### config.mk
export PLATFORM = sky130hd
export DESIGN_NAME = three_stage_sort_beat_sequencer_flat
export DESIGN_NICKNAME = d
export VERILOG_FILES = /design/src/design/sbs_pkg.sv /design/src/design/sbs_if.sv /design/src/design/sbs_dest_queue.sv /design/src/design/three_stage_sort_beat_sequencer.sv /design/src/flat_wrapper.sv
export VERILOG_INCLUDE_DIRS = /design/src /design/src/design
export SDC_FILE = /design/constraint.sdc
export NUM_CORES = 1
export LEC_CHECK = 0
export BUFFER_PORTS_ARGS = -buffer_cell sky130_fd_sc_hd__buf_4
export CAP_MARGIN = 0
export CORE_UTILIZATION = 60
export CTS_CLUSTER_DIAMETER = 120
export DETAILED_ROUTE_END_ITERATION = 8
export GPL_TIMING_DRIVEN = 0
export PLACE_DENSITY = 0.79
export REMOVE_ABC_BUFFERS = 1
export SKIP_LAST_GASP = 1
export SYNTH_ARGS = -nofsm -noshare
export SYNTH_HDL_FRONTEND = slang
export SYNTH_HIERARCHICAL = 1
export SYNTH_SLANG_ARGS = --single-unit
### constraint.sdc
create_clock -name clk -period 21.1 [get_ports clk]
set_input_delay 0 -clock clk [delete_from_list [all_inputs] [get_ports clk]]
set_output_delay 0 -clock clk [all_outputs]
set_load 0.02 [all_outputs]
### src/design/assert_macros.svh
// Assertion macros used by the sequencer top level.
`ifndef ASSERT_MACROS_SVH
`define ASSERT_MACROS_SVH

// Clocked assertion, disabled while reset is high.
`define ASSERT_CLK(lbl, clk, rst, prop, msg) \
  lbl: assert property (@(posedge clk) disable iff (rst) prop) else $error(msg);

// Clocked assertion that also holds during reset.
`define ASSERT_CLK_ALWAYS(lbl, clk, prop, msg) \
  lbl: assert property (@(posedge clk) prop) else $error(msg);

`endif

### src/design/sbs_pkg.sv
// Types, codes and constants of the sort beat sequencer.
package sbs_pkg;

  localparam int BTN_W  = 4;
  localparam int AXIS_W = 3;
  localparam int DEST_W = 3;
  localparam int CFG_W  = 16;
  localparam int CFG_IDX_W = 2;

  // Configuration register indexes
  localparam logic [CFG_IDX_W-1:0] CFG_SCAN_PERIOD  = 2'd0;
  localparam logic [CFG_IDX_W-1:0] CFG_SLIDE_WAIT   = 2'd1;
  localparam logic [CFG_IDX_W-1:0] CFG_HOMING_PRESS = 2'd2;

  localparam logic [15:0] SCAN_PERIOD_RST  = 16'd50;
  localparam logic [15:0] SLIDE_WAIT_RST   = 16'd2000;
  localparam logic [2:0]  HOMING_PRESS_RST = 3'd2;

  // Route codes
  localparam logic [1:0] ROUTE_NEUTRAL = 2'd0;
  localparam logic [1:0] ROUTE_LEFT    = 2'd1;
  localparam logic [1:0] ROUTE_RIGHT   = 2'd2;

  // Stage positions
  localparam logic [1:0] STAGE_FIRST  = 2'd0;
  localparam logic [1:0] STAGE_SECOND = 2'd1;
  localparam logic [1:0] STAGE_THIRD  = 2'd2;

  typedef struct packed {
    logic [31:0]       now_ms;
    logic [BTN_W-1:0]  buttons;
    logic [AXIS_W-1:0] endstops;
    logic              motors_busy;
  } pass_t;

  typedef struct packed {
    logic [2:0]        mode;
    logic              load_targets;
    logic [1:0]        route_x;
    logic [1:0]        route_y;
    logic [1:0]        route_z;
    logic [AXIS_W-1:0] homing_drive;
    logic [AXIS_W-1:0] rezero;
    logic [3:0]        queued_items;
  } result_t;

  // Queue control from the sequencer for one pass
  typedef struct packed {
    logic             step;
    logic             flush;
    logic             pop;
    logic [BTN_W-1:0] edges;
  } qctl_t;

  // Queue status for the same pass
  typedef struct packed {
    logic              nonempty;
    logic [3:0]        count_low;
    logic [DEST_W-1:0] pop_dest;
  } qstat_t;

  function automatic logic [1:0] route_of(input logic [1:0] stage,
                                          input logic [DEST_W-1:0] dest);
    logic [1:0] r;
    r = ROUTE_NEUTRAL;
    if (dest != '0) begin
      case (stage)
        STAGE_FIRST: begin
          r = (dest == 3'd1) ? ROUTE_LEFT : ROUTE_RIGHT;
        end
        STAGE_SECOND: begin
          if (dest == 3'd1) r = ROUTE_NEUTRAL;
          else if (dest == 3'd2) r = ROUTE_RIGHT;
          else r = ROUTE_LEFT;
        end
        default: begin
          if (dest == 3'd1 || dest == 3'd2) r = ROUTE_NEUTRAL;
          else if (dest == 3'd3) r = ROUTE_LEFT;
          else r = ROUTE_RIGHT;
        end
      endcase
    end
    return r;
  endfunction

endpackage

### src/design/sbs_if.sv
// Valid/ready channels for controller passes and results.
interface sbs_pass_if;
  logic          valid;
  logic          ready;
  sbs_pkg::pass_t data;
  modport source (output valid, output data, input ready);
  modport sink   (input valid, input data, output ready);
endinterface

interface sbs_result_if;
  logic            valid;
  logic            ready;
  sbs_pkg::result_t data;
  modport source (output valid, output data, input ready);
  modport sink   (input valid, input data, output ready);
endinterface

### src/design/sbs_dest_queue.sv
// Destination queue: one record of accepted press edges per scan, popped one destination at a time.
module sbs_dest_queue #(
  parameter int QUEUE_SLOTS = 16
) (
  input  logic            clk,
  input  logic            rst,
  input  sbs_pkg::qctl_t  ctl,
  output sbs_pkg::qstat_t stat
);

  localparam int PW = (QUEUE_SLOTS > 1) ? $clog2(QUEUE_SLOTS) : 1;

  // Each record is a nonzero mask of destinations pushed in one scan, in
  // button order. Record count never exceeds entry count, so it cannot overflow.
  logic [sbs_pkg::BTN_W-1:0] rec_mem [QUEUE_SLOTS];
  logic [sbs_pkg::BTN_W-1:0] rd_data;
  logic [sbs_pkg::BTN_W-1:0] taken, taken_next;
  logic [PW-1:0] rec_wr, rec_wr_next;
  logic [PW-1:0] rec_rd, rec_rd_next;
  logic [PW-1:0] cnt, cnt_next, cnt_push, cnt_final, space;

  logic [sbs_pkg::BTN_W-1:0] acc, front, low, front_left;
  logic [2:0] nacc;
  logic [sbs_pkg::DEST_W-1:0] dest;
  logic found, popping, rec_empty, rec_we;

  function automatic logic [PW-1:0] ptr_inc(input logic [PW-1:0] p);
    return (p == PW'(QUEUE_SLOTS - 1)) ? '0 : p + 1'b1;
  endfunction

  always_comb begin
    space = PW'(QUEUE_SLOTS - 1) - cnt;
    acc   = '0;
    nacc  = '0;
    // pushes into a full ring drop, so only the first edges that fit are kept
    for (int i = 0; i < sbs_pkg::BTN_W; i++) begin
      if (ctl.edges[i] && (PW'(nacc) < space)) begin
        acc[i] = 1'b1;
        nacc   = nacc + 3'd1;
      end
    end
    cnt_push = cnt + PW'(nacc);

    rec_empty = (rec_rd == rec_wr);
    // an empty ring pops straight from the record being written
    front = rec_empty ? acc : (rd_data & ~taken);
    low   = '0;
    found = 1'b0;
    dest  = '0;
    for (int i = 0; i < sbs_pkg::BTN_W; i++) begin
      if (front[i] && !found) begin
        low[i] = 1'b1;
        found  = 1'b1;
        dest   = sbs_pkg::DEST_W'(i + 1);
      end
    end
    popping    = ctl.pop && found;
    front_left = front & ~low;

    rec_we    = ctl.step && !ctl.flush && (acc != '0);
    cnt_final = ctl.flush ? '0 : cnt_push - PW'(popping);

    rec_wr_next = rec_wr;
    rec_rd_next = rec_rd;
    taken_next  = taken;
    cnt_next    = cnt;
    if (ctl.step) begin
      cnt_next = cnt_final;
      if (ctl.flush) begin
        rec_wr_next = '0;
        rec_rd_next = '0;
        taken_next  = '0;
      end else begin
        if (rec_we) rec_wr_next = ptr_inc(rec_wr);
        if (popping) begin
          if (front_left == '0) begin
            rec_rd_next = ptr_inc(rec_rd);
            taken_next  = '0;
          end else begin
            taken_next = taken | low;
          end
        end
      end
    end

    stat.nonempty  = (cnt_push != '0);
    stat.count_low = 4'(cnt_final);
    stat.pop_dest  = popping ? dest : '0;
  end

  always_ff @(posedge clk) begin
    if (rst) begin
      rec_wr <= '0;
      rec_rd <= '0;
      taken  <= '0;
      cnt    <= '0;
    end else begin
      rec_wr <= rec_wr_next;
      rec_rd <= rec_rd_next;
      taken  <= taken_next;
      cnt    <= cnt_next;
    end
  end

  // rd_data always shows the record at the read pointer, forwarding a same-cycle write
  always_ff @(posedge clk) begin
    if (rec_we) rec_mem[rec_wr] <= acc;
    rd_data <= (rec_we && (rec_wr == rec_rd_next)) ? acc : rec_mem[rec_rd_next];
  end

endmodule

### src/design/three_stage_sort_beat_sequencer.sv
// Sort beat sequencer top level: button scan, beat state machine, homing and result register.
// One controller pass is taken per clock; its result appears in the output
// register on the next cycle, and a new pass is taken while that result waits
// as long as the result side takes it in the same cycle. The figure is set by
// the single next-state path: the two 32-bit elapsed-time compares and the
// queue push/pop logic. The destination queue stores one record of accepted
// press edges per scan in a QUEUE_SLOTS-deep memory with a registered read;
// it is tracked by pointers and a fill count, so no clearing pass follows reset.
`include "assert_macros.svh"

module three_stage_sort_beat_sequencer #(
  parameter int QUEUE_SLOTS = 16
) (
  input  logic                            clk,
  input  logic                            rst,
  input  logic                            cfg_we,
  input  logic [sbs_pkg::CFG_IDX_W-1:0]   cfg_index,
  input  logic [sbs_pkg::CFG_W-1:0]       cfg_data,
  sbs_pass_if.sink                        pass,
  sbs_result_if.source                    result
);

  typedef enum logic [2:0] {
    MODE_IDLE   = 3'd0,
    MODE_PREP   = 3'd1,
    MODE_MOVING = 3'd2,
    MODE_SLIDE  = 3'd3,
    MODE_DONE   = 3'd4,
    MODE_HOMING = 3'd5
  } mode_t;

  logic [15:0] scan_period;
  logic [15:0] slide_wait;
  logic [2:0]  homing_press;

  mode_t mode, mode_scan, mode_next;
  logic [31:0] last_scan, last_scan_next;
  logic [sbs_pkg::BTN_W-1:0] levels, levels_next;
  logic [sbs_pkg::DEST_W-1:0] stages [3];
  logic [sbs_pkg::DEST_W-1:0] stages_scan [3];
  logic [sbs_pkg::DEST_W-1:0] stages_next [3];
  logic [31:0] slide_start, slide_start_next;
  logic homing_started, homing_started_next;
  logic [sbs_pkg::AXIS_W-1:0] axes_homed, axes_homed_next, homed_base;

  logic accept, scan_go, flush;
  logic [2:0] held;
  sbs_pkg::qctl_t  qctl;
  sbs_pkg::qstat_t qstat;
  sbs_pkg::result_t res_next;

  assign accept     = pass.valid && pass.ready;
  assign pass.ready = !result.valid || result.ready;

  always_ff @(posedge clk) begin
    if (rst) begin
      scan_period  <= sbs_pkg::SCAN_PERIOD_RST;
      slide_wait   <= sbs_pkg::SLIDE_WAIT_RST;
      homing_press <= sbs_pkg::HOMING_PRESS_RST;
    end else if (cfg_we) begin
      case (cfg_index)
        sbs_pkg::CFG_SCAN_PERIOD:  scan_period  <= cfg_data;
        sbs_pkg::CFG_SLIDE_WAIT:   slide_wait   <= cfg_data;
        sbs_pkg::CFG_HOMING_PRESS: homing_press <= cfg_data[2:0];
        default: ;
      endcase
    end
  end

  // Button scan, then one step of the mode machine on the mode it leaves
  always_comb begin
    scan_go = (pass.data.now_ms - last_scan) >= 32'(scan_period);
    held    = 3'($countones(pass.data.buttons));
    flush   = scan_go && (held >= homing_press) && (mode != MODE_HOMING);

    last_scan_next = scan_go ? pass.data.now_ms : last_scan;
    levels_next    = scan_go ? pass.data.buttons : levels;

    qctl.step  = accept;
    qctl.flush = flush;
    qctl.edges = scan_go ? (pass.data.buttons & ~levels) : '0;

    mode_scan = flush ? MODE_HOMING : mode;
    for (int i = 0; i < 3; i++) stages_scan[i] = flush ? '0 : stages[i];
    qctl.pop = (mode_scan == MODE_PREP);

    mode_next           = mode_scan;
    stages_next         = stages_scan;
    slide_start_next    = slide_start;
    homing_started_next = homing_started;
    axes_homed_next     = axes_homed;
    homed_base          = homing_started ? axes_homed : '0;
    res_next            = '0;

    case (mode_scan)
      MODE_IDLE: begin
        if (qstat.nonempty || stages_scan[0] != '0 || stages_scan[1] != '0 ||
            stages_scan[2] != '0) begin
          mode_next = MODE_PREP;
        end
      end
      MODE_PREP: begin
        stages_next[2] = stages_scan[1];
        stages_next[1] = stages_scan[0];
        stages_next[0] = qstat.pop_dest;
        res_next.load_targets = 1'b1;
        res_next.route_x = sbs_pkg::route_of(sbs_pkg::STAGE_FIRST, qstat.pop_dest);
        res_next.route_y = sbs_pkg::route_of(sbs_pkg::STAGE_SECOND, stages_scan[0]);
        res_next.route_z = sbs_pkg::route_of(sbs_pkg::STAGE_THIRD, stages_scan[1]);
        mode_next = MODE_MOVING;
      end
      MODE_MOVING: begin
        if (!pass.data.motors_busy) begin
          slide_start_next = pass.data.now_ms;
          mode_next        = MODE_SLIDE;
        end
      end
      MODE_SLIDE: begin
        if ((pass.data.now_ms - slide_start) >= 32'(slide_wait)) mode_next = MODE_DONE;
      end
      MODE_DONE: begin
        mode_next = MODE_IDLE;
      end
      MODE_HOMING: begin
        res_next.homing_drive = ~homed_base & ~pass.data.endstops;
        res_next.rezero       = ~homed_base & pass.data.endstops;
        axes_homed_next       = homed_base | pass.data.endstops;
        homing_started_next   = 1'b1;
        if (axes_homed_next == '1) begin
          homing_started_next   = 1'b0;
          res_next.load_targets = 1'b1;
          mode_next             = MODE_IDLE;
        end
      end
      default: begin
        mode_next = MODE_IDLE;
      end
    endcase

    res_next.mode         = mode_next;
    res_next.queued_items = qstat.count_low;
  end

  sbs_dest_queue #(
    .QUEUE_SLOTS(QUEUE_SLOTS)
  ) u_queue (
    .clk  (clk),
    .rst  (rst),
    .ctl  (qctl),
    .stat (qstat)
  );

  always_ff @(posedge clk) begin
    if (rst) begin
      mode           <= MODE_IDLE;
      last_scan      <= '0;
      levels         <= '0;
      stages[0]      <= '0;
      stages[1]      <= '0;
      stages[2]      <= '0;
      slide_start    <= '0;
      homing_started <= 1'b0;
      axes_homed     <= '0;
      result.valid   <= 1'b0;
    end else begin
      if (accept) begin
        mode           <= mode_next;
        last_scan      <= last_scan_next;
        levels         <= levels_next;
        stages         <= stages_next;
        slide_start    <= slide_start_next;
        homing_started <= homing_started_next;
        axes_homed     <= axes_homed_next;
        result.valid   <= 1'b1;
      end else if (result.ready) begin
        result.valid <= 1'b0;
      end
    end
  end

  always_ff @(posedge clk) begin
    if (accept) result.data <= res_next;
  end

  `ASSERT_CLK(a_load_mode, clk, rst, (result.valid && result.data.load_targets) |-> (result.data.mode == MODE_MOVING || result.data.mode == MODE_IDLE), "targets issued outside prepare or homing exit")
  `ASSERT_CLK(a_route_idle, clk, rst, (result.valid && !result.data.load_targets) |-> (result.data.route_x == '0 && result.data.route_y == '0 && result.data.route_z == '0), "route set without a target load")
  `ASSERT_CLK(a_homing_bits, clk, rst, (result.valid && (result.data.homing_drive != '0 || result.data.rezero != '0)) |-> ((result.data.homing_drive & result.data.rezero) == '0 && (result.data.mode == MODE_HOMING || result.data.mode == MODE_IDLE)), "homing outputs inconsistent with mode")
  `ASSERT_CLK(a_flush_empty, clk, rst, (accept && flush) |=> (result.data.queued_items == '0 && (result.data.mode == MODE_HOMING || result.data.mode == MODE_IDLE)), "flush left queue entries or wrong mode")

endmodule

### src/flat_wrapper.sv
// flat-port wrapper written by rule: the top's interface ports become plain ports
module three_stage_sort_beat_sequencer_flat 
#(
  parameter int QUEUE_SLOTS = 16
)
  (clk, rst, cfg_we, cfg_index, cfg_data, pass_valid, pass_data, pass_ready, result_valid, result_data, result_ready);
  sbs_pass_if pass_i ();
  sbs_result_if result_i ();
  input  logic clk;
  input  logic rst;
  input  logic cfg_we;
  input  logic [sbs_pkg::CFG_IDX_W-1:0] cfg_index;
  input  logic [sbs_pkg::CFG_W-1:0] cfg_data;
  input wire logic [$bits(pass_i.valid)-1:0] pass_valid;
  input wire logic [$bits(pass_i.data)-1:0] pass_data;
  output wire logic [$bits(pass_i.ready)-1:0] pass_ready;
  output wire logic [$bits(result_i.valid)-1:0] result_valid;
  output wire logic [$bits(result_i.data)-1:0] result_data;
  input wire logic [$bits(result_i.ready)-1:0] result_ready;
  assign pass_i.valid = pass_valid;
  assign pass_i.data = pass_data;
  assign pass_ready = pass_i.ready;
  assign result_valid = result_i.valid;
  assign result_data = result_i.data;
  assign result_i.ready = result_ready;
  three_stage_sort_beat_sequencer #(.QUEUE_SLOTS(QUEUE_SLOTS)) u_core (.clk(clk), .rst(rst), .cfg_we(cfg_we), .cfg_index(cfg_index), .cfg_data(cfg_data), .pass(pass_i), .result(result_i));
endmodule
==> reports/qor.yml, run 1 <==
global_route:
  antenna_found_initial: 0
  use_met1_pct: 41.7
  use_met2_pct: 53.5
  grt_pass1_vias: 13000
  overflow: 0
  grtUsageMet3_pct: 3.95
  grt_first_pass_wirelength_mm: 66.3
  grt_start_max_net_pins: 167
  top_usage_layer: "met2"
  grt_use_total_pct: 31.8
floorplan:
  core_area_um2: 24500
  die_width_um: 160
  placementRows: 57
  initial_core_util_pct: 61.5
  die_h_um: 160
  pin_count: 85
  die_area_um2: 25700
detailed_routing:
  first_pass_iters: 6
  wl_per_cell_um: 19.1
  dr.first_iter.drc_count: 1443
  vias: 13700
  ant_nets: 0
  drc: 0
  wl_mm: 41.5
  viasPerCell: 6.31
cts:
  ctsLongestPathBuffers: 3
  clk_pin_slew_ps: 60
  cts_tree: "yes"
  ctsRootBufferMaster: "clkbuf_16"
  clock_latency_ps: 530
  postCtsSetupRepairBufs: 0
  cts_sinks: 224
  h-tree-depth: 1
  numCtsBuffers: 25
pwr:
  powerDensity_nw_per_um2: 70.2
  switching_power_mw: 0.372
  clock_power_share_pct: 36.2
  ir_drop_v: 0.0000672
  switching_share_pct: 30.7
  p_seq_share_pct: 39.5
  power.internal_mw: 0.838
  p_leak_nw: 6.43
  p_comb_share_pct: 24.3
outcome:
  status: "completed"
timing:
  setup_tns_ps: 0
  setup_viol: 0
  fmax_mhz: 80.9
  hold_viol_final: 0
  rsz0062_at_grt: "no"
  max_slew.worst_pin.slew_ps: 1390
  setup_slack_ps: 8740
  relSlewSlack_pct: 4.85
  finClkSkew_ps: 13.0
  fin_crit_ps: 12360
  fin_crit_sh_pct: 58.6
  finalMaxSlewViolations: 0
yosys:
  syn_area_um2: 15000
  ys_seq_area_share_pct: 35.4
  ys_ff_latch: 224
  synth_edf_count: 84
  syn_inst: 1735
  synth.distinct_cells: 94
  ys_warn_count: 6
  synthArstFlopShare_pct: 0
  avgSynthCellArea_um2: 8.67
  ys_dominant_reg_cell: "dfxtp_1"
setup_path:
  path_class: "flip-flop to flip-flop"
  cp-end-kind: "flip-flop"
  critPathMaxStageDelay_ps: 750
  worstPathMaxFanout: 21
  start_kind: "flip-flop"
  cp.arrival_ps: 12610
  required_ps: 21360
  slowest_stage: "a22o_1"
placed_design:
  gp_congestion: 0.912
  dp_hpwl_mm: 28.5
  port_buffers: 84
  dp_cells: 2062
  post-place-ws_ps: 9190
min_path:
  hold_path_class: "primary input to flip-flop"
finish:
  areaGrowthSynthToFinish_pct: 14.6
  antenna_cells: 0
  finalNonFillerCells: 2174
  drive_gt1_share_pct: 9.46
  final_nets: 2013
job:
  max_cap_viol_count: 0
cell usage after synthesis (47+ instances only):
library cell    n  area [µm²]
a21oi_1       160         801
clkbuf_1       61         229
dfxtp_1       140        2800
edfxtp_1       84        2520
ha_1          114        1430
inv_1         148         556
mux2i_1        47         470
nand2_1       142         533
nand2b_1       83         519
nand3_1        79         395
nor2_1        101         379
o21ai_0        60         300
flip-flops by register name, summed over array words and instances (netlist names), named ones only:
| name | flops |
|---|---|
| u_core/axes_homed | 3 |
| u_core/homing_press | 3 |
| u_core/homing_started | 1 |
| u_core/last_scan | 32 |
| u_core/levels | 4 |
| u_core/mode | 3 |
| u_core/result.data | 20 |
| u_core/result.valid | 1 |
| u_core/scan_period | 16 |
| u_core/slide_start | 32 |
| u_core/slide_wait | 16 |
| u_core/stages | 9 |
| u_core/u_queue/cnt | 4 |
| u_core/u_queue/rec_mem | 64 |
| u_core/u_queue/rec_rd | 4 |
| u_core/u_queue/rec_wr | 4 |
| u_core/u_queue/taken | 4 |
cells in the final DEF (no fill, tap or decap), types with 47 or more instances in the layout:
cell type      Yosys  layout
a21oi_1          160     160
inv_1            148     148
nand2_1          142     141
dfxtp_1          140     140
ha_1             114     114
nor2_1           101     101
edfxtp_1          84      84
buf_4              1      83
nand2b_1          83      83
nand3_1           79      79
dlygate4sd3_1      0      66
o21ai_0           60      60
mux2i_1           47      47
path summary, 6_finish.rpt:
kind / cells past startpoint / slack (ps) / from / endpoint
worst max-delay path: 46 / 8740 / u_core/last_scan[0] / u_core/result.data[17]
worst min-delay path: 3 / 230 / cfg_data[6] / u_core/slide_wait[6]
worst max register to register: 46 / 8740 / u_core/last_scan[0] / u_core/result.data[17]
worst min register to register: 2 / 460 / u_core/scan_period[10] / u_core/scan_period[10]
cell type report:
cell class                      count  area, µm²
Tap cell                          324        405
Fill cell                        1872       7230
Timing Repair Buffer              156       1410
Multi-Input combinational cell   1276       8730
Inverter                          149        561
Clock inverter                     17        163
Sequential cell                   224       5330
Clock buffer                       28        637
routing by layer:
layer	share of wire [%]	up-vias
li1	-	6459
met1	43	6588
met2	48	573
met3	6.3	104
met4	3.6	0
met5	0	-
cells by family (layout without fill, tap and decap cells):
group           Yosys count  count (layout)  share of synthesized area, %
flops                   224             224                          35.4
mux                      68              68                          5.63
compound gates          481             481                          20.4
simple gates            560             560                          19.1
fa+ha+maj               118             118                          10.0
buf+inv                 235             350                          6.60
xor+xnor                 49              49                          2.90
repair_timing:
item / CTS / global route
resized for setup: 0 / 0
hold buffers: 65 / 1
hold endpoints to repair: 114 / 19
worst max-delay path: cells and delay by family, from the launching register on:
| kind | cells | cell delay [ps] |
|---|---|---|
| xor+xnor | 2 | 350 |
| mux | 1 | 440 |
| flops | 1 | 320 |
| simple gates | 16 | 3940 |
| compound gates | 17 | 4080 |
| buf+inv | 3 | 940 |
| fa+ha+maj | 7 | 2010 |
power groups by stage:
stage | sequential, mW | combinational [mW] | clock (mW)
after floorplan | 0.490 | 0.186 | 0
after global placement | 0.486 | 0.264 | 0
after detailed placement | 0.487 | 0.272 | 0
after CTS | 0.477 | 0.285 | 0.441
after global routing | 0.479 | 0.322 | 0.461
final | 0.478 | 0.294 | 0.438
per-stage QoR:
stage	power (mW)	area [µm²]	utilization (%)	hold WS, ps
6_report	1.21	17200	70.5	227
5_1_grt	1.26	17200	70.5	225
3_5_place_dp	0.759	15700	64.3	218
3_3_place_gp	0.750	15600	63.9	210
4_1_cts	1.20	17200	70.3	220
2_1_floorplan	0.676	14600	-	67.9
No activity file was read; power rests on OpenSTA's default activity.
==> inputs of run 2 (changes only) <==
--- a/config.mk
+++ b/config.mk
@@ -8,11 +8,11 @@
 export LEC_CHECK = 0
 export BUFFER_PORTS_ARGS = -buffer_cell sky130_fd_sc_hd__buf_4
 export CAP_MARGIN = 0
-export CORE_UTILIZATION = 60
+export CORE_UTILIZATION = 56
 export CTS_CLUSTER_DIAMETER = 120
 export DETAILED_ROUTE_END_ITERATION = 8
 export GPL_TIMING_DRIVEN = 0
-export PLACE_DENSITY = 0.79
+export PLACE_DENSITY = 0.77
 export REMOVE_ABC_BUFFERS = 1
 export SKIP_LAST_GASP = 1
 export SYNTH_ARGS = -nofsm -noshare
==> constraint.sdc (replaced) <==
create_clock -name clk -period 10.5 [get_ports clk]
set_input_delay 0 -clock clk [delete_from_list [all_inputs] [get_ports clk]]
set_output_delay 0 -clock clk [all_outputs]
set_load 0.02 [all_outputs]
==> run 2 against run 1 <==
The run now ends with design-rule violations left. First-iteration DRC count is 24% lower. Maximum frequency rose by 23%. Clock-buffer cell count is 5 higher. Total power grew 100%. Via count fell by 2.0%. Clock power rose by 99%. Non-clock buffer count did not move. Design area up 0.56%. Flip-flop and latch count unchanged. Sequential power grew 100%. Worst hold slack improved by 20 ps. Largest power group unchanged.
==> reports/qor.yml, run 2 (synthesis results as in run 1) <==
global_route:
  overflow: 0
  use_met2_pct: 50.9
  grtUsageMet3_pct: 3.36
  grt_pass1_vias: 12900
  grt_first_pass_wirelength_mm: 65.9
  grt_start_max_net_pins: 167
  top_usage_layer: "met2"
  antenna_found_initial: 0
  grt_use_total_pct: 29.4
  use_met1_pct: 36.7
finish:
  finalNonFillerCells: 2186
  final_nets: 2014
  areaGrowthSynthToFinish_pct: 15.3
  regMostFlops: "u_core/u_queue/rec_mem"
  antenna_cells: 0
  layout_common_cells: "a21oi_1 (158), inv_1 (147), nand2_1 (141), dfxtp_1 (140), ha_1 (113)"
  layout_commonest_cell: "a21oi_1"
  drive_gt1_share_pct: 10.5
  reg_top3: "u_core/u_queue/rec_mem (64), u_core/last_scan (32), u_core/slide_start (32)"
  largest_register_ffs: 64
  nFillCells: 2091
floorplan:
  die_area_um2: 27500
  placementRows: 59
  core_area_um2: 26200
  die_width_um: 166
  die_h_um: 166
  pin_count: 85
  initial_core_util_pct: 57.4
setup_path:
  cp-end-kind: "flip-flop"
  worstPathMaxFanout: 20
  slowest_stage: "or4_4"
  cp.arrival_ps: 10250
  path_class: "flip-flop to flip-flop"
  cp_top_family: "compound AO/OA/AOI/OAI gates"
  r2r_slack_ps: 490
  cpMostUsedCell: "ha_1"
  ff2ff_path_depth: 42
  required_ps: 10740
  critPathMaxStageDelay_ps: 580
  start_kind: "flip-flop"
  cp_num_buf_inv: 2
  r2r_end: "u_core/result.data[17]"
  reg2reg_from: "u_core/last_scan[0]"
pwr:
  ir_drop_v: 0.0000998
  clock_power_share_pct: 36.0
  p_total_mw: 2.43
  p_comb_share_pct: 24.5
  powerDensity_nw_per_um2: 140
  switching_share_pct: 30.4
  p_seq_share_pct: 39.6
  p_leak_nw: 6.45
  switching_power_mw: 0.737
  power.internal_mw: 1.69
timing:
  max_slew.worst_pin.slew_ps: 1350
  fin_crit_ps: 10010
  finalMaxSlewViolations: 0
  whs_ps: 248
  finClkSkew_ps: 16.6
  hold_viol_final: 0
  setup_viol: 0
  setup_slack_ps: 486
  setup_tns_ps: 0
  relSlewSlack_pct: 9.83
  fmax_mhz: 99.9
  fin_crit_sh_pct: 95.4
detailed_routing:
  wl_per_cell_um: 18.7
  vias: 13500
  ant_nets: 0
  dr.first_iter.drc_count: 1092
  drc: 2
  viasPerCell: 6.16
  first_pass_iters: 8
  wl_mm: 40.9
cts:
  clock_latency_ps: 530
  h-tree-depth: 1
  ctsRootBufferMaster: "clkbuf_16"
  numCtsBuffers: 25
  ctsLongestPathBuffers: 3
  cts_tree: "yes"
  clk_pin_slew_ps: 60
  cts_sinks: 224
min_path:
  hold_path_depth: 3
  hp-start: "cfg_data[7]"
  hold_path_class: "primary input to flip-flop"
  min_to: "u_core/slide_wait[7]"
placed_design:
  dp_hpwl_mm: 28.4
  dp_cells: 2073
  gp_congestion: 0.973
  post-place-ws_ps: -912
  port_buffers: 84
outcome:
  status: "complete, but fails checks"
  violations: "design-rule violations"
job:
  max_cap_viol_count: 0
-- run 2: cell count changes in the layout (fill, tap and decap cells not counted), sizes merged --
cell	before	now
bufinv	3	1
clkinv	11	5
a22o	1	2
buf	90	93
dlygate4sd3	66	63
clkbuf	28	33
inv	150	148
clkinvlp	2	7
-- run 2: worst max path at each step --
stage,depth (start not counted),end,startpoint
finish,42,u_core/result.data[17],u_core/last_scan[0]
global route,43,u_core/result.data[17],u_core/last_scan[0]
floorplan,44,u_core/result.data[17],u_core/last_scan[0]
CTS,41,u_core/result.data[17],u_core/last_scan[0]
detailed placement,44,u_core/result.data[17],u_core/last_scan[0]
global placement,43,u_core/result.data[17],u_core/last_scan[0]
-- run 2: layout make-up --
type	count	area (µm²)	share of cell area, %
multi-input combinational	1277	8810	50.8
sequential	224	5330	30.7
timing repair buffer	156	1400	8.06
clock buffer	33	728	4.20
inverter	149	561	3.23
tap	335	419	2.42
clock inverter	12	95.1	0.549
-- run 2: stage by stage --
stage          cell area, µm²  util [%]
2_1_floorplan           14600         -
3_3_place_gp            15700      59.7
3_5_place_dp            15700      60.1
4_1_cts                 17200      65.8
5_1_grt                 17300      66.1
6_report                17300      66.1
-- run 2: repair_timing --
item / 4_1_cts / 5_1_grt
pin swaps: 2 / 1
gates resized for setup: 7 / 12
endpoints found under the setup margin: 22 / 2
endpoints found under the hold margin: 114 / 14
buffers inserted: 3 / 0
hold buffers: 62 / 1
gates cloned: 1 / 0
-- run 2: worst min-delay path, cell delays in order --
cell           delay [ps]
dlygate4sd3_1         520
buf_4                 120
a211o_1               100
-- run 2: routing by layer --
| metal | up-vias | wire [µm] |
|---|---|---|
| li1 | 6486 | - |
| met1 | 6333 | 16800 |
| met2 | 496 | 19800 |
| met3 | 141 | 2350 |
| met4 | 0 | 1990 |
| met5 | - | 0 |
-- run 2: power by group through the flow --
| stage | registers, mW | clock network [mW] | logic, mW |
|---|---|---|---|
| after floorplan | 0.985 | 0 | 0.373 |
| after global placement | 0.977 | 0 | 0.533 |
| after detailed placement | 0.978 | 0 | 0.546 |
| after CTS | 0.959 | 0.884 | 0.575 |
| after global routing | 0.963 | 0.921 | 0.654 |
| final | 0.960 | 0.873 | 0.594 |
==> inputs of run 3 (changes only) <==
--- a/config.mk
+++ b/config.mk
@@ -8,11 +8,10 @@
 export LEC_CHECK = 0
 export BUFFER_PORTS_ARGS = -buffer_cell sky130_fd_sc_hd__buf_4
 export CAP_MARGIN = 0
-export CORE_UTILIZATION = 56
+export CORE_UTILIZATION = 30
 export CTS_CLUSTER_DIAMETER = 120
 export DETAILED_ROUTE_END_ITERATION = 8
 export GPL_TIMING_DRIVEN = 0
-export PLACE_DENSITY = 0.77
 export REMOVE_ABC_BUFFERS = 1
 export SKIP_LAST_GASP = 1
 export SYNTH_ARGS = -nofsm -noshare
==> run 3 against run 2 <==
The flow now finishes without violations. Sequential power is essentially flat. Combinational power grew 0.8%. Register-to-register slack gained 220 ps. Setup slack gained 220 ps. Critical endpoint unchanged.
==> reports/qor.yml, run 3 (synthesis results as in run 1) <==
floorplan:
  die_area_um2: 51000
  pin_count: 85
  initial_core_util_pct: 30.6
  placementRows: 81
  core_area_um2: 49200
  die_width_um: 226
  die_h_um: 226
global_route:
  grt_pass1_vias: 12700
  overflow: 0
  antenna_found_initial: 0
  grt_use_total_pct: 16.0
  grt_start_max_net_pins: 94
  grt_first_pass_wirelength_mm: 66.3
placed_design:
  port_buffers: 84
  dp_hpwl_mm: 30.4
  gp_congestion: 0.876
  dp_cells: 2403
  post-place-ws_ps: -1260
  placed_area_um2: 16200
timing:
  finClkSkew_ps: 19.6
  fin_crit_ps: 9790
  hold_viol_final: 0
  setup_viol: 0
  max_slew.worst_pin.slew_ps: 1250
  fin_crit_sh_pct: 93.3
  relSlewSlack_pct: 14.5
  finalMaxSlewViolations: 0
  fmax_mhz: 102
  setup_tns_ps: 0
  setup_slack_ps: 708
cts:
  clk_pin_slew_ps: 60
  ctsLongestPathBuffers: 3
  h-tree-depth: 1
  numCtsBuffers: 27
  cts_sinks: 224
  cts_tree: "yes"
  clock_latency_ps: 550
  ctsRootBufferMaster: "clkbuf_16"
finish:
  final_nets: 2021
  reg_top3: "u_core/u_queue/rec_mem (64), u_core/last_scan (32), u_core/slide_start (32)"
  areaGrowthSynthToFinish_pct: 18.9
  regMostFlops: "u_core/u_queue/rec_mem"
  final_area_um2: 17900
  finalNonFillerCells: 2523
  antenna_cells: 0
  drive_gt1_share_pct: 10.9
  layout_commonest_cell: "a21oi_1"
  nFillCells: 5031
  largest_register_ffs: 64
  layout_common_cells: "a21oi_1 (158), inv_1 (147), nand2_1 (141), dfxtp_1 (140), ha_1 (113)"
setup_path:
  cp-end-kind: "flip-flop"
  required_ps: 10790
  cp_top_family: "simple AND/OR/NAND/NOR gates"
  start_kind: "flip-flop"
  slowest_stage: "or4_1"
  cp.arrival_ps: 10080
  cpMostUsedCell: "ha_1"
  worstPathMaxFanout: 20
  path_class: "flip-flop to flip-flop"
  cp_num_buf_inv: 2
  critPathMaxStageDelay_ps: 580
job:
  max_cap_viol_count: 0
min_path:
  hold_path_class: "primary input to flip-flop"
detailed_routing:
  viasPerCell: 5.19
  wl_per_cell_um: 16.3
  first_pass_iters: 5
  wl_mm: 41.1
  vias: 13100
  drc: 0
  ant_nets: 0
  dr.first_iter.drc_count: 760
pwr:
  ir_drop_v: 0.000111
  p_total_mw: 2.48
  powerDensity_nw_per_um2: 139
  p_leak_nw: 6.52
outcome:
  status: "completed"
run 3: path summary, 6_finish.rpt:
check / start / to / slack, ps / depth (start not counted)
hold / removal: rst / u_core/u_queue/cnt[2] / 7 / 2
setup reg to reg: u_core/last_scan[0] / u_core/result.data[17] / 710 / 44
setup / recovery: u_core/last_scan[0] / u_core/result.data[17] / 710 / 44
hold reg to reg: u_core/scan_period[2] / u_core/scan_period[2] / 460 / 2
run 3: layer usage:
layer  share of wire, %  vias up  track usage (%)
met5                  0        -                0
met4                2.2        0             4.17
met3                3.0       54             1.80
met2                 48      232             27.8
met1                 46     6321             21.0
li1                   -     6493                -
run 3: metrics by stage:
| step | hold WS (ps) | utilization, % |
|---|---|---|
| 6_report | 7.14 | 36.4 |
| 5_1_grt | 30.7 | 36.4 |
| 4_1_cts | 5.56 | 36.3 |
| 3_5_place_dp | 220 | 33.0 |
| 3_3_place_gp | 216 | 32.7 |
| 2_1_floorplan | 67.9 | - |
run 3: final cells by class:
type	count	area [µm²]	area share, %
Clock buffer	39	771	4.31
Sequential cell	224	5330	29.8
Timing Repair Buffer	161	1470	8.20
Multi-Input combinational cell	1277	8820	49.4
Clock inverter	9	100	0.560
Inverter	149	561	3.14
Tap cell	664	831	4.65
run 3: where the power goes:
group | switching [mW] | internal, mW | leakage (nW)
Clock | 0.366 | 0.555 | 0.427
Combinational | 0.355 | 0.244 | 4.18
Sequential | 0.0207 | 0.940 | 1.92
Total | 0.741 | 1.74 | 6.52
run 3: what timing repair did:
action,in CTS,in global routing
hold buffers,64,0
gates resized for setup,12,13
buffers inserted,5,2
pin swaps,3,6
endpoints found under the hold margin,114,0
endpoints found under the setup margin,79,7
gates cloned,1,0
